**src/hw/rtl/assert_macros.svh**
```systemverilog
// ----------------------------------------------------------------------------
// Assertion macros for the hash table block
// Shared concurrent assertion forms, clocked on clk and muted during reset.
// ----------------------------------------------------------------------------
`ifndef ASSERT_MACROS_SVH
`define ASSERT_MACROS_SVH

// The property must hold at every clock edge outside reset.
`define OAHT_ASSERT(label, prop, msg) \
	label: assert property (@(posedge clk) disable iff (!arst_n) prop) \
		else $error(msg);

// The condition must never be seen at a clock edge outside reset.
`define OAHT_NEVER(label, cond, msg) \
	label: assert property (@(posedge clk) disable iff (!arst_n) !(cond)) \
		else $error(msg);

`endif

```
**src/hw/rtl/oaht_pkg.sv**
```systemverilog
// ----------------------------------------------------------------------------
// Hash table package
// Sizes, codes, slot layout and the controller/datapath link types.
// ----------------------------------------------------------------------------
package oaht_pkg;

	localparam int unsigned SLOTS     = 256;
	localparam int unsigned IdxW      = $clog2(SLOTS);
	localparam int unsigned CntW      = $clog2(SLOTS + 1);
	localparam int unsigned LoadLimit = (3 * SLOTS) / 4;
	localparam bit          SlotsPow2 = ((SLOTS & (SLOTS - 1)) == 0);
	localparam int unsigned KeyW      = 32;
	localparam int unsigned HashW     = 32;
	localparam int unsigned ValW      = 64;
	localparam int unsigned ModCntW   = $clog2(HashW);

	// Request codes; the fourth code is unused and answers as a miss.
	typedef enum logic [1:0] {
		REQ_SET = 2'd0,
		REQ_GET = 2'd1,
		REQ_DEL = 2'd2
	} req_code_t;

	typedef enum logic [1:0] {
		RSP_HIT       = 2'd0,
		RSP_INSERTED  = 2'd1,
		RSP_NOT_FOUND = 2'd2,
		RSP_FULL      = 2'd3
	} rsp_code_t;

	typedef enum logic [1:0] {
		SLOT_EMPTY = 2'd0,
		SLOT_USED  = 2'd1,
		SLOT_TOMB  = 2'd2
	} slot_state_t;

	typedef logic [IdxW-1:0] slot_idx_t;

	typedef struct packed {
		slot_state_t         state;
		logic [KeyW-1:0]     key;
		logic [ValW-1:0]     value;
	} slot_entry_t;

	typedef enum logic [2:0] {
		CTL_CLEAR,
		CTL_IDLE,
		CTL_MOD,
		CTL_LOOKUP,
		CTL_CHECK,
		CTL_FINISH
	} ctl_state_t;

	typedef struct packed {
		logic clear_step;
		logic load;
		logic mod_step;
		logic lookup;
		logic check;
		logic commit;
	} oaht_cmd_t;

	typedef struct packed {
		logic clear_last;
		logic mod_done;
		logic probe_stop;
		logic out_free;
	} oaht_sts_t;

endpackage

```
**src/hw/rtl/oaht_ctrl.sv**
```systemverilog
// ----------------------------------------------------------------------------
// Hash table controller
// Sequences the clearing pass, slot reduction, probe walk and commit.
// ----------------------------------------------------------------------------
`include "assert_macros.svh"

module oaht_ctrl import oaht_pkg::*; (
	input  logic      clk,
	input  logic      arst_n,
	input  logic      req_valid,
	output logic      req_ready,
	input  oaht_sts_t sts,
	output oaht_cmd_t cmd
);

	ctl_state_t state_q;
	ctl_state_t state_d;

	always_ff @(posedge clk or negedge arst_n) begin
		if (!arst_n) begin
			state_q <= CTL_CLEAR;
		end else begin
			state_q <= state_d;
		end
	end

	always_comb begin
		state_d   = state_q;
		cmd       = '0;
		req_ready = 1'b0;
		case (state_q)
			CTL_CLEAR: begin
				cmd.clear_step = 1'b1;
				if (sts.clear_last) begin
					state_d = CTL_IDLE;
				end
			end
			CTL_IDLE: begin
				req_ready = 1'b1;
				if (req_valid) begin
					cmd.load = 1'b1;
					state_d  = SlotsPow2 ? CTL_LOOKUP : CTL_MOD;
				end
			end
			CTL_MOD: begin
				cmd.mod_step = 1'b1;
				if (sts.mod_done) begin
					state_d = CTL_LOOKUP;
				end
			end
			CTL_LOOKUP: begin
				cmd.lookup = 1'b1;
				state_d    = CTL_CHECK;
			end
			CTL_CHECK: begin
				cmd.check = 1'b1;
				if (sts.probe_stop) begin
					state_d = CTL_FINISH;
				end
			end
			CTL_FINISH: begin
				if (sts.out_free) begin
					cmd.commit = 1'b1;
					state_d    = CTL_IDLE;
				end
			end
			default: begin
				state_d = CTL_IDLE;
			end
		endcase
	end

	`OAHT_ASSERT(a_clear_once, state_q != CTL_CLEAR |=> state_q != CTL_CLEAR, "clearing pass re-entered")
	`OAHT_ASSERT(a_check_after_lookup, state_q == CTL_CHECK |-> $past(state_q == CTL_LOOKUP) || $past(state_q == CTL_CHECK), "slot checked without a read issued")

endmodule

```
**config.mk**
```make
export PLATFORM = sky130hd
export DESIGN_NAME = oaht_ctrl
export DESIGN_NICKNAME = d
export VERILOG_FILES = /design/src/hw/rtl/oaht_pkg.sv /design/src/hw/rtl/oaht_ctrl.sv
export VERILOG_INCLUDE_DIRS = /design/src /design/src/hw/rtl
export SDC_FILE = /design/constraint.sdc
export NUM_CORES = 1
export LEC_CHECK = 0
export BUFFER_PORTS_ARGS = -buffer_cell sky130_fd_sc_hd__buf_4
export CORE_AREA = 2 2 39 41
export CTS_CLUSTER_SIZE = 12
export DETAILED_ROUTE_END_ITERATION = 8
export DIE_AREA = 0 0 41 43
export PLACE_DENSITY_LB_ADDON = 0.08
export SYNTH_ARGS = -nofsm -noshare
export SYNTH_HDL_FRONTEND = slang
export SYNTH_SLANG_ARGS = --single-unit
```
**constraint.sdc**
```tcl
create_clock -name clk -period 2.95 [get_ports clk]
set_clock_uncertainty 0.15 [all_clocks]
set_input_delay 0.1475 -clock clk [delete_from_list [all_inputs] [get_ports clk]]
set_output_delay 0.1475 -clock clk [all_outputs]
set_load 0.1 [all_outputs]
```
# After elaboration in Yosys (flattened, before gate mapping)
# Cells that the tools add are included.
[op_classes]
n_eq_ne = 10
muxes = 15
reduce_logical = 2
[op_table]
columns = ["operator", "count"]
rows = [
  ["one-hot mux 3 bit (6 select lines)", 1],
  ["2-to-1 mux 3 bit", 5],
  ["!= test 2 bit (second input constant)", 5],
  ["2-to-1 mux 1 bit", 9],
  ["equality test 3 x 2 -> 1 bit (second input constant)", 2],
  ["equality test 3 bit (second input constant)", 2],
  ["AND reduction 5 bit", 1],
  ["equality test 3 x 1 -> 1 bit (second input constant)", 1],
  ["zero test 3 bit", 1],
]
[word_totals]
reg_bits = 3
elab_cells = 28
input_bits = 7
output_inout_bits = 7

# Depth between registers and ports, before layout
# Gate-level depths: netlist (run 1).
[depth]
word_depth = 3
ltp_mapped = 3
ltp_nobuf = 2

# Worst setup path after synthesis (run 1)
# No wires, ideal clock.
[synth_path]
kind = "register to output"
from = "register state_q[1]"
to = "output port cmd[4] in the netlist's numbering"
path_slack_ns = 0.009
t_required_ns = 2.653
t_arrival_ns = 2.644
path_stages_with_launch = 4
n_path_buf = 1
cell_sequence = "dfrtp_1 buf_2 nor3b_2 and2_1"
[synth_rtl]
columns = ["item", "line", "source"]
rows = [
  ["start: declaration", "oaht_ctrl.sv:16", "ctl_state_t state_q;"],
  ["start signal: assignment", "oaht_ctrl.sv:23", "state_q <= state_d;"],
  ["end: declaration", "oaht_ctrl.sv:13", "output oaht_cmd_t cmd"],
]

==> impl_metrics.env, run 1 <==
export IMPL_status="complete, no violations"
export IMPL_reg2reg_slack_ns=1.76
export IMPL_worst_setup_path_type="reg2out"
export IMPL_first_global_vias=218
export IMPL_fin_crit_ns=1.68
export IMPL_ys_seq_area_frac=0.337
export IMPL_remaining_drc_errors=0
export IMPL_synth_common_cells="3 x dfrtp_1, 3 x nor3_1, 2 x buf_6, 2 x inv_1, 2 x nand2b_1"
export IMPL_fmax_mhz=594
export IMPL_multi_input_area_um2=113
export IMPL_cap_violations=0
export IMPL_ys_warn_count=0
export IMPL_track_usage=0.0802
export IMPL_cts_tree="done"
export IMPL_vias=217
export IMPL_crit_fanout=11
export IMPL_hold_path_class="in2reg"
export IMPL_maxSlewViolCount=0
export IMPL_cts_buffer_depth=2
export IMPL_clkLatencyLatePin_ns=0.23
export IMPL_start_util=0.161
export IMPL_cts_hold_buf=1
export IMPL_cts_buffers=3
export IMPL_route_detailed_wl_per_inst_um=10.1
export IMPL_final_hold_viol_count=0
export IMPL_fill_cells=148
export IMPL_synth_top_area_cell="dfrtp_1"
export IMPL_final_setup_tns_ns=0
export IMPL_worst_setup_path_start_kind="register"
export IMPL_synth_cell_type_count=17
export IMPL_ant_nets=0
export IMPL_seq_area_um2=75.1
export IMPL_setup_viol=0
export IMPL_period_share=0.571
export IMPL_cp_end_kind="primary output"
export IMPL_synth_top_flop_cell="dfrtp_1"
export IMPL_antenna_found_initial=0
export IMPL_die_area_um2=1760
export IMPL_clkTransAtPathRegs_ns=0.04
export IMPL_synth_top_area_frac=0.337
export IMPL_ys_top_cells_by_area="dfrtp_1 34%, buf_6 10%, nor3_1 6.7%, nand2b_1 5.6%, nor3b_2 5.6%"
export IMPL_rsz0062_at_grt="no"
export IMPL_cts_root_buf="clkbuf_4"
export IMPL_critPathRequiredTime_ns=2.65
export IMPL_largest_reg_flops=3
export IMPL_drive_above_1_share=0.462
export IMPL_drt_pass1_iterations=4
export IMPL_core_area_um2=1380
export IMPL_cts_sinks=3
export IMPL_syn_inst=24
export IMPL_synth_area_per_cell_um2=9.28
export IMPL_reg_top3="state_q (3)"
export IMPL_grt_pass1_wl_um=910
export IMPL_layout_nets=47
export IMPL_worst_pin_slew_ns=0.302
export IMPL_synthArstFlopShare=1.00
export IMPL_ios=14
export IMPL_htreeDepth=1
export IMPL_hpwl_um=407
export IMPL_top_register="state_q"
export IMPL_syn2layout_area_growth_pct=56.7
export IMPL_cp_arrival_ns=1.39
export IMPL_synth_nets=31
export IMPL_die_y_um=43
export IMPL_port_buffers=13
export IMPL_vias_per_cell=3.95
export IMPL_cts_resized=0
export IMPL_cts_setup_buffers=0
export IMPL_gp_congestion=0.636
export IMPL_wirelength_um=557
export IMPL_initialDrtViolationCount=3
export IMPL_overflow=0
export IMPL_relSlewSlack=0.798
export IMPL_grt_max_degree=12
export IMPL_holdWs_ns=0.0498
export IMPL_synth_seq_cells=3
export IMPL_syn_cell_area_um2=223
export IMPL_synth_edf_count=0
export IMPL_diodes=0
export IMPL_rows=14
export IMPL_fp_dieW_um=41
-- worst max-delay path: stages (launching register included) --
cell	delay, ns
dfrtp_1	0.50
nor3b_2	0.24
and2_1	0.14
buf_4	0.28
-- layout by cell type (no fill, tap or decap), types with 2 or more instances in the layout --
cell and instances:
inv_1 2, nor3_1 3, buf_4 13, nand2b_1 2
clkbuf_4 3, dfrtp_1 3
-- layer usage --
layer / GRT usage / share of wire / vias up
li1: - / - / 111
met1: 0.109 / 0.46 / 95
met2: 0.103 / 0.47 / 11
met3: 0.0366 / 0.065 / 0
met4: 0.0400 / 0 / 0
met5: 0 / 0 / -
-- final timing paths --
check / startpoint / end / cells past startpoint
min in group asynchronous: arst_n / state_q[1] / 2
max in group asynchronous: arst_n / state_q[0] / 2
hold / removal: req_valid / state_q[1] / 3
setup reg to reg: state_q[2] / state_q[2] / 2
hold reg to reg: state_q[2] / state_q[1] / 1
setup / recovery: state_q[0] / cmd[4] / 3
-- cells by family (layout without fill, tap and decap cells) --
family | after synthesis | in the layout | synth area share
simple gates | 12 | 12 | 0.360
buf+inv | 5 | 20 | 0.157
compound gates | 3 | 3 | 0.101
flops | 3 | 3 | 0.337
mux | 1 | 1 | 0.0449
-- metrics by stage --
step / utilization / cells / instance area [um2] / setup WS, ns
6_report: 0.252 / 55 / 349 / 1.27
5_1_grt: 0.252 / 55 / 349 / 1.13
4_1_cts: 0.252 / 55 / 349 / 1.24
3_5_place_dp: 0.226 / 50 / 313 / 1.49
3_3_place_gp: 0.226 / 50 / 313 / 1.52
2_1_floorplan: - / 24 / 223 / 0.00880
-- area by class of cell --
class / count / share of cell area
timing repair buffer: 14 / 0.308
sequential: 3 / 0.215
multi-input combinational: 16 / 0.323
inverter: 2 / 0.0215
clock buffer: 4 / 0.0753
tap: 16 / 0.0573
Power of run 1 is not shown: default switching activity piles up to over one toggle a cycle in this logic, so the estimate is an artifact.
==> run 2: changes to the inputs <==
- clock period: 2.95 -> 1.6 ns (I/O delays scaled with it)
==> impl_metrics.env, run 2 (synthesis gave the netlist of run 1 again) <==
export IMPL_status="complete, no violations"
export IMPL_rsz0062_at_grt="no"
export IMPL_vias_per_cell=4.14
export IMPL_maxSlewViolCount=0
export IMPL_use_met2=0.128
export IMPL_reg_top3="state_q (3)"
export IMPL_grt_busiest_layer="met1"
export IMPL_cts_tree="done"
export IMPL_min_from="sts[2]"
export IMPL_rows=14
export IMPL_cp_buffers_inverters=1
export IMPL_critPathSlowestCell="dfrtp_2"
export IMPL_overflow=0
export IMPL_path_cells="nor3b_4, and2_4, buf_8"
export IMPL_cts_root_buf="clkbuf_4"
export IMPL_worst_setup_path_start_kind="register"
export IMPL_cts_buffers=3
export IMPL_fp_dieW_um=41
export IMPL_critPathRequiredTime_ns=1.37
export IMPL_port_buffers=13
export IMPL_final_cell_mix="9 x buf_4, 4 x buf_6, 3 x nor3_2, 3 x clkbuf_4, 3 x dfrtp_2"
export IMPL_layout_nets=49
export IMPL_grt_max_degree=10
export IMPL_worst_setup_path_type="reg2out"
export IMPL_gp_congestion=0.698
export IMPL_cap_violations=0
export IMPL_route_detailed_wl_per_inst_um=11.2
export IMPL_ant_nets=0
export IMPL_fmax_mhz=655
export IMPL_diodes=0
export IMPL_cp_end_kind="primary output"
export IMPL_die_y_um=43
export IMPL_drive_above_1_share=0.659
export IMPL_worstSetupStartpoint="state_q[2]"
export IMPL_crit_path_max_incr_delay_ns=0.48
export IMPL_start_util=0.161
export IMPL_relSlewSlack=0.816
export IMPL_ios=14
export IMPL_antenna_found_initial=0
export IMPL_worst_pin_slew_ns=0.278
export IMPL_cp_arrival_ns=1.30
export IMPL_period_share=0.954
export IMPL_clkLatencyLatePin_ns=0.23
export IMPL_htreeDepth=1
export IMPL_cts_setup_buffers=0
export IMPL_remaining_drc_errors=0
export IMPL_r2r_start="state_q[0]"
export IMPL_holdWs_ns=0.00700
export IMPL_cp_top_family="flip-flops"
export IMPL_cts_sinks=3
export IMPL_core_area_um2=1380
export IMPL_first_global_vias=256
export IMPL_use_met1=0.135
export IMPL_setup_viol=0
export IMPL_grt_pass1_wl_um=1120
export IMPL_largest_reg_flops=3
export IMPL_hold_path_class="in2reg"
export IMPL_grt_use_met3=0.0157
export IMPL_cts_buffer_depth=2
export IMPL_final_util=0.302
export IMPL_vias=236
export IMPL_die_area_um2=1760
export IMPL_initialDrtViolationCount=0
export IMPL_drt_pass1_iterations=1
export IMPL_wirelength_um=641
export IMPL_fin_crit_ns=1.53
export IMPL_top_register="state_q"
export IMPL_clkTransAtPathRegs_ns=0.04
export IMPL_mostFrequentLayoutCell="buf_4"
export IMPL_crit_fanout=9
export IMPL_hpwl_um=452
export IMPL_syn2layout_area_growth_pct=87.6
export IMPL_track_usage=0.0953
export IMPL_final_hold_viol_count=0
## run 2: cell types whose count changed in the layout (fill, tap and decap cells not counted), moves of 3 or more
cell     before  now
buf_4        13    9
buf_6         0    4
dfrtp_1       3    0
dfrtp_2       0    3
nor3_1        3    0
nor3_2        0    3
## run 2: cell type report
cell class | count | area (um2)
fill | 152 | 966
timing repair buffer | 16 | 148
multi-input combinational | 16 | 138
sequential | 3 | 78.8
clock buffer | 4 | 26.3
tap | 16 | 20.0
inverter | 2 | 7.51
## run 2: path summary, 6_finish.rpt
path	endpoint	cells past startpoint	slack [ns]
max in group asynchronous	state_q[2]	2	1.16
hold / removal	state_q[0]	3	0.007
min in group asynchronous	state_q[0]	2	0.03
setup / recovery	cmd[4]	3	0.07
setup reg to reg	state_q[2]	3	0.30
hold reg to reg	state_q[1]	1	0.44
## run 2: repair_timing
item	CTS	global route
hold buffers	2	0
resized for setup	5	4
hold endpoints to repair	4	0
setup endpoints to repair	5	5
## run 2: metal layers
layer / vias up / wire, um
li1: 115 / -
met1: 111 / 307
met2: 10 / 300
met3: 0 / 32
met4: 0 / 0
met5: - / 0
## run 2: worst register-to-register path: stages, from the launching register on
cell     delay (ns)
dfrtp_2        0.44
buf_4          0.17
and3b_2        0.23
a31o_1         0.19
## run 2: stage by stage
| step | instance area (um2) | setup WS, ns | setup TNS (ns) | instances |
|---|---|---|---|---|
| 2_1_floorplan | 248 | -0.469 | -1.59 | 24 |
| 3_3_place_gp | 345 | 0.215 | 0 | 51 |
| 3_5_place_dp | 345 | 0.181 | 0 | 51 |
| 4_1_cts | 405 | 0.0105 | 0 | 57 |
| 5_1_grt | 418 | 0.00386 | 0 | 57 |
| 6_report | 418 | 0.0729 | 0 | 57 |
Power of run 2 is left out for the same reason.
==> run 3: changes to the inputs <==
- clock period: 1.6 -> 1.55 ns (I/O delays scaled with it)
==> impl_metrics.env, run 3 (synthesis gave the netlist of run 1 again) <==
export IMPL_route_detailed_wl_per_inst_um=10.3
export IMPL_drt_pass1_iterations=4
export IMPL_antenna_found_initial=0
export IMPL_rows=14
export IMPL_maxSlewViolCount=0
export IMPL_start_util=0.161
export IMPL_top_register="state_q"
export IMPL_period_share=0.966
export IMPL_ant_nets=0
export IMPL_die_y_um=43
export IMPL_cap_violations=0
export IMPL_crit_path_max_incr_delay_ns=0.44
export IMPL_cp_end_kind="primary output"
export IMPL_worst_setup_path_type="reg2out"
export IMPL_overflow=0
export IMPL_fin_crit_ns=1.50
export IMPL_cts_tree="done"
export IMPL_dpl_cell_area_um2=345
export IMPL_vias=247
export IMPL_diodes=0
export IMPL_r2r_start="state_q[1]"
export IMPL_syn2layout_area_growth_pct=110
export IMPL_worst_pin_slew_ns=0.278
export IMPL_worst_setup_path_start_kind="register"
export IMPL_clkTransAtPathRegs_ns=0.04
export IMPL_ff2ff_path_depth=4
export IMPL_largest_reg_flops=3
export IMPL_ios=14
export IMPL_hold_path_class="in2async"
export IMPL_core_area_um2=1380
export IMPL_fp_dieW_um=41
export IMPL_wirelength_um=640
export IMPL_clkLatencyLatePin_ns=0.23
export IMPL_critPathSlowestCell="dfrtp_2"
export IMPL_fmax_mhz=668
export IMPL_mostFrequentLayoutCell="buf_4"
export IMPL_r2r_end="state_q[0]"
export IMPL_reg_top3="state_q (3)"
export IMPL_cts_sinks=3
export IMPL_cp_arrival_ns=1.27
export IMPL_port_buffers=13
export IMPL_vias_per_cell=3.98
export IMPL_rsz0062_at_grt="yes"
export IMPL_status="complete, no violations"
export IMPL_initialDrtViolationCount=7
export IMPL_cts_buffers=3
export IMPL_fin_area_um2=468
export IMPL_remaining_drc_errors=0
export IMPL_layout_nets=54
export IMPL_cts_buffer_depth=2
export IMPL_track_usage=0.0866
export IMPL_hpwl_um=415
export IMPL_gp_congestion=0.675
export IMPL_relSlewSlack=0.816
export IMPL_grt_pass1_wl_um=917
export IMPL_reg2reg_slack_ns=0.39
export IMPL_drive_above_1_share=0.674
export IMPL_cts_root_buf="clkbuf_4"
export IMPL_grt_max_degree=10
export IMPL_htreeDepth=1
export IMPL_path_cells="buf_4, inv_1, nor3_2, buf_6"
export IMPL_critPathRequiredTime_ns=1.32
export IMPL_final_hold_viol_count=0
export IMPL_crit_fanout=6
export IMPL_setup_viol=0
export IMPL_final_cell_mix="14 x buf_4, 3 x nor3_2, 3 x clkbuf_4, 3 x dlygate4sd3_1, 3 x dfrtp_2"
export IMPL_die_area_um2=1760
export IMPL_first_global_vias=207
-- run 3: cell types whose count changed in the layout (fill, tap and decap cells not counted) --
cell,previous run,this run
buf_8,1,0
dlygate4sd3_1,2,3
buf_6,4,2
buf_4,9,14
buf_12,0,2
-- run 3: what timing repair did --
action                                  in CTS  in global routing
endpoints found under the setup margin       5                  4
setup buffers                                0                  4
resized for setup                            7                  6
hold buffers                                 3                  0
hold endpoints to repair                     5                  0
-- run 3: per-layer routing --
metal	global-route usage	vias up	part of all wire
met3	0.0471	0	0.038
met2	0.109	9	0.52
met4	0.0800	0	0
met5	0	-	0
li1	-	125	-
met1	0.0974	113	0.44
-- run 3: critical path: cells and delay by family (launching register included) --
family / cells / cell delay [ns]
simple gates: 1 / 0.13
buf+inv: 3 / 0.48
flops: 1 / 0.44
-- run 3: cell type report --
type / count / area [um2]
Inverter: 2 / 7.51
Tap cell: 16 / 20.0
Multi-Input combinational cell: 16 / 138
Sequential cell: 3 / 78.8
Timing Repair Buffer: 21 / 198
Fill cell: 150 / 916
Clock buffer: 4 / 26.3
-- run 3: worst max path at each step --
stage | endpoint | start | slack, ns
global route | cmd[1] | state_q[2] | -0.01
global placement | cmd[4] | state_q[2] | 0.16
detailed placement | cmd[4] | state_q[2] | 0.14
finish | cmd[1] | state_q[2] | 0.05
CTS | cmd[4] | state_q[2] | 0.01
floorplan | cmd[4] | state_q[2] | -0.51
-- run 3: stage by stage --
step                TNS (ns)  hold slack (ns)  std cells   util  setup WS [ns]
floorplan              -1.75           -0.368         24      -         -0.512
global placement           0           -0.282         51  0.250          0.164
detailed placement         0           -0.282         51  0.250          0.139
CTS                        0           0.0150         58  0.304         0.0113
global route         -0.0149           0.0380         62  0.338        -0.0124
finish                     0           0.0194         62  0.338         0.0520
Power of run 3 is left out for the same reason.
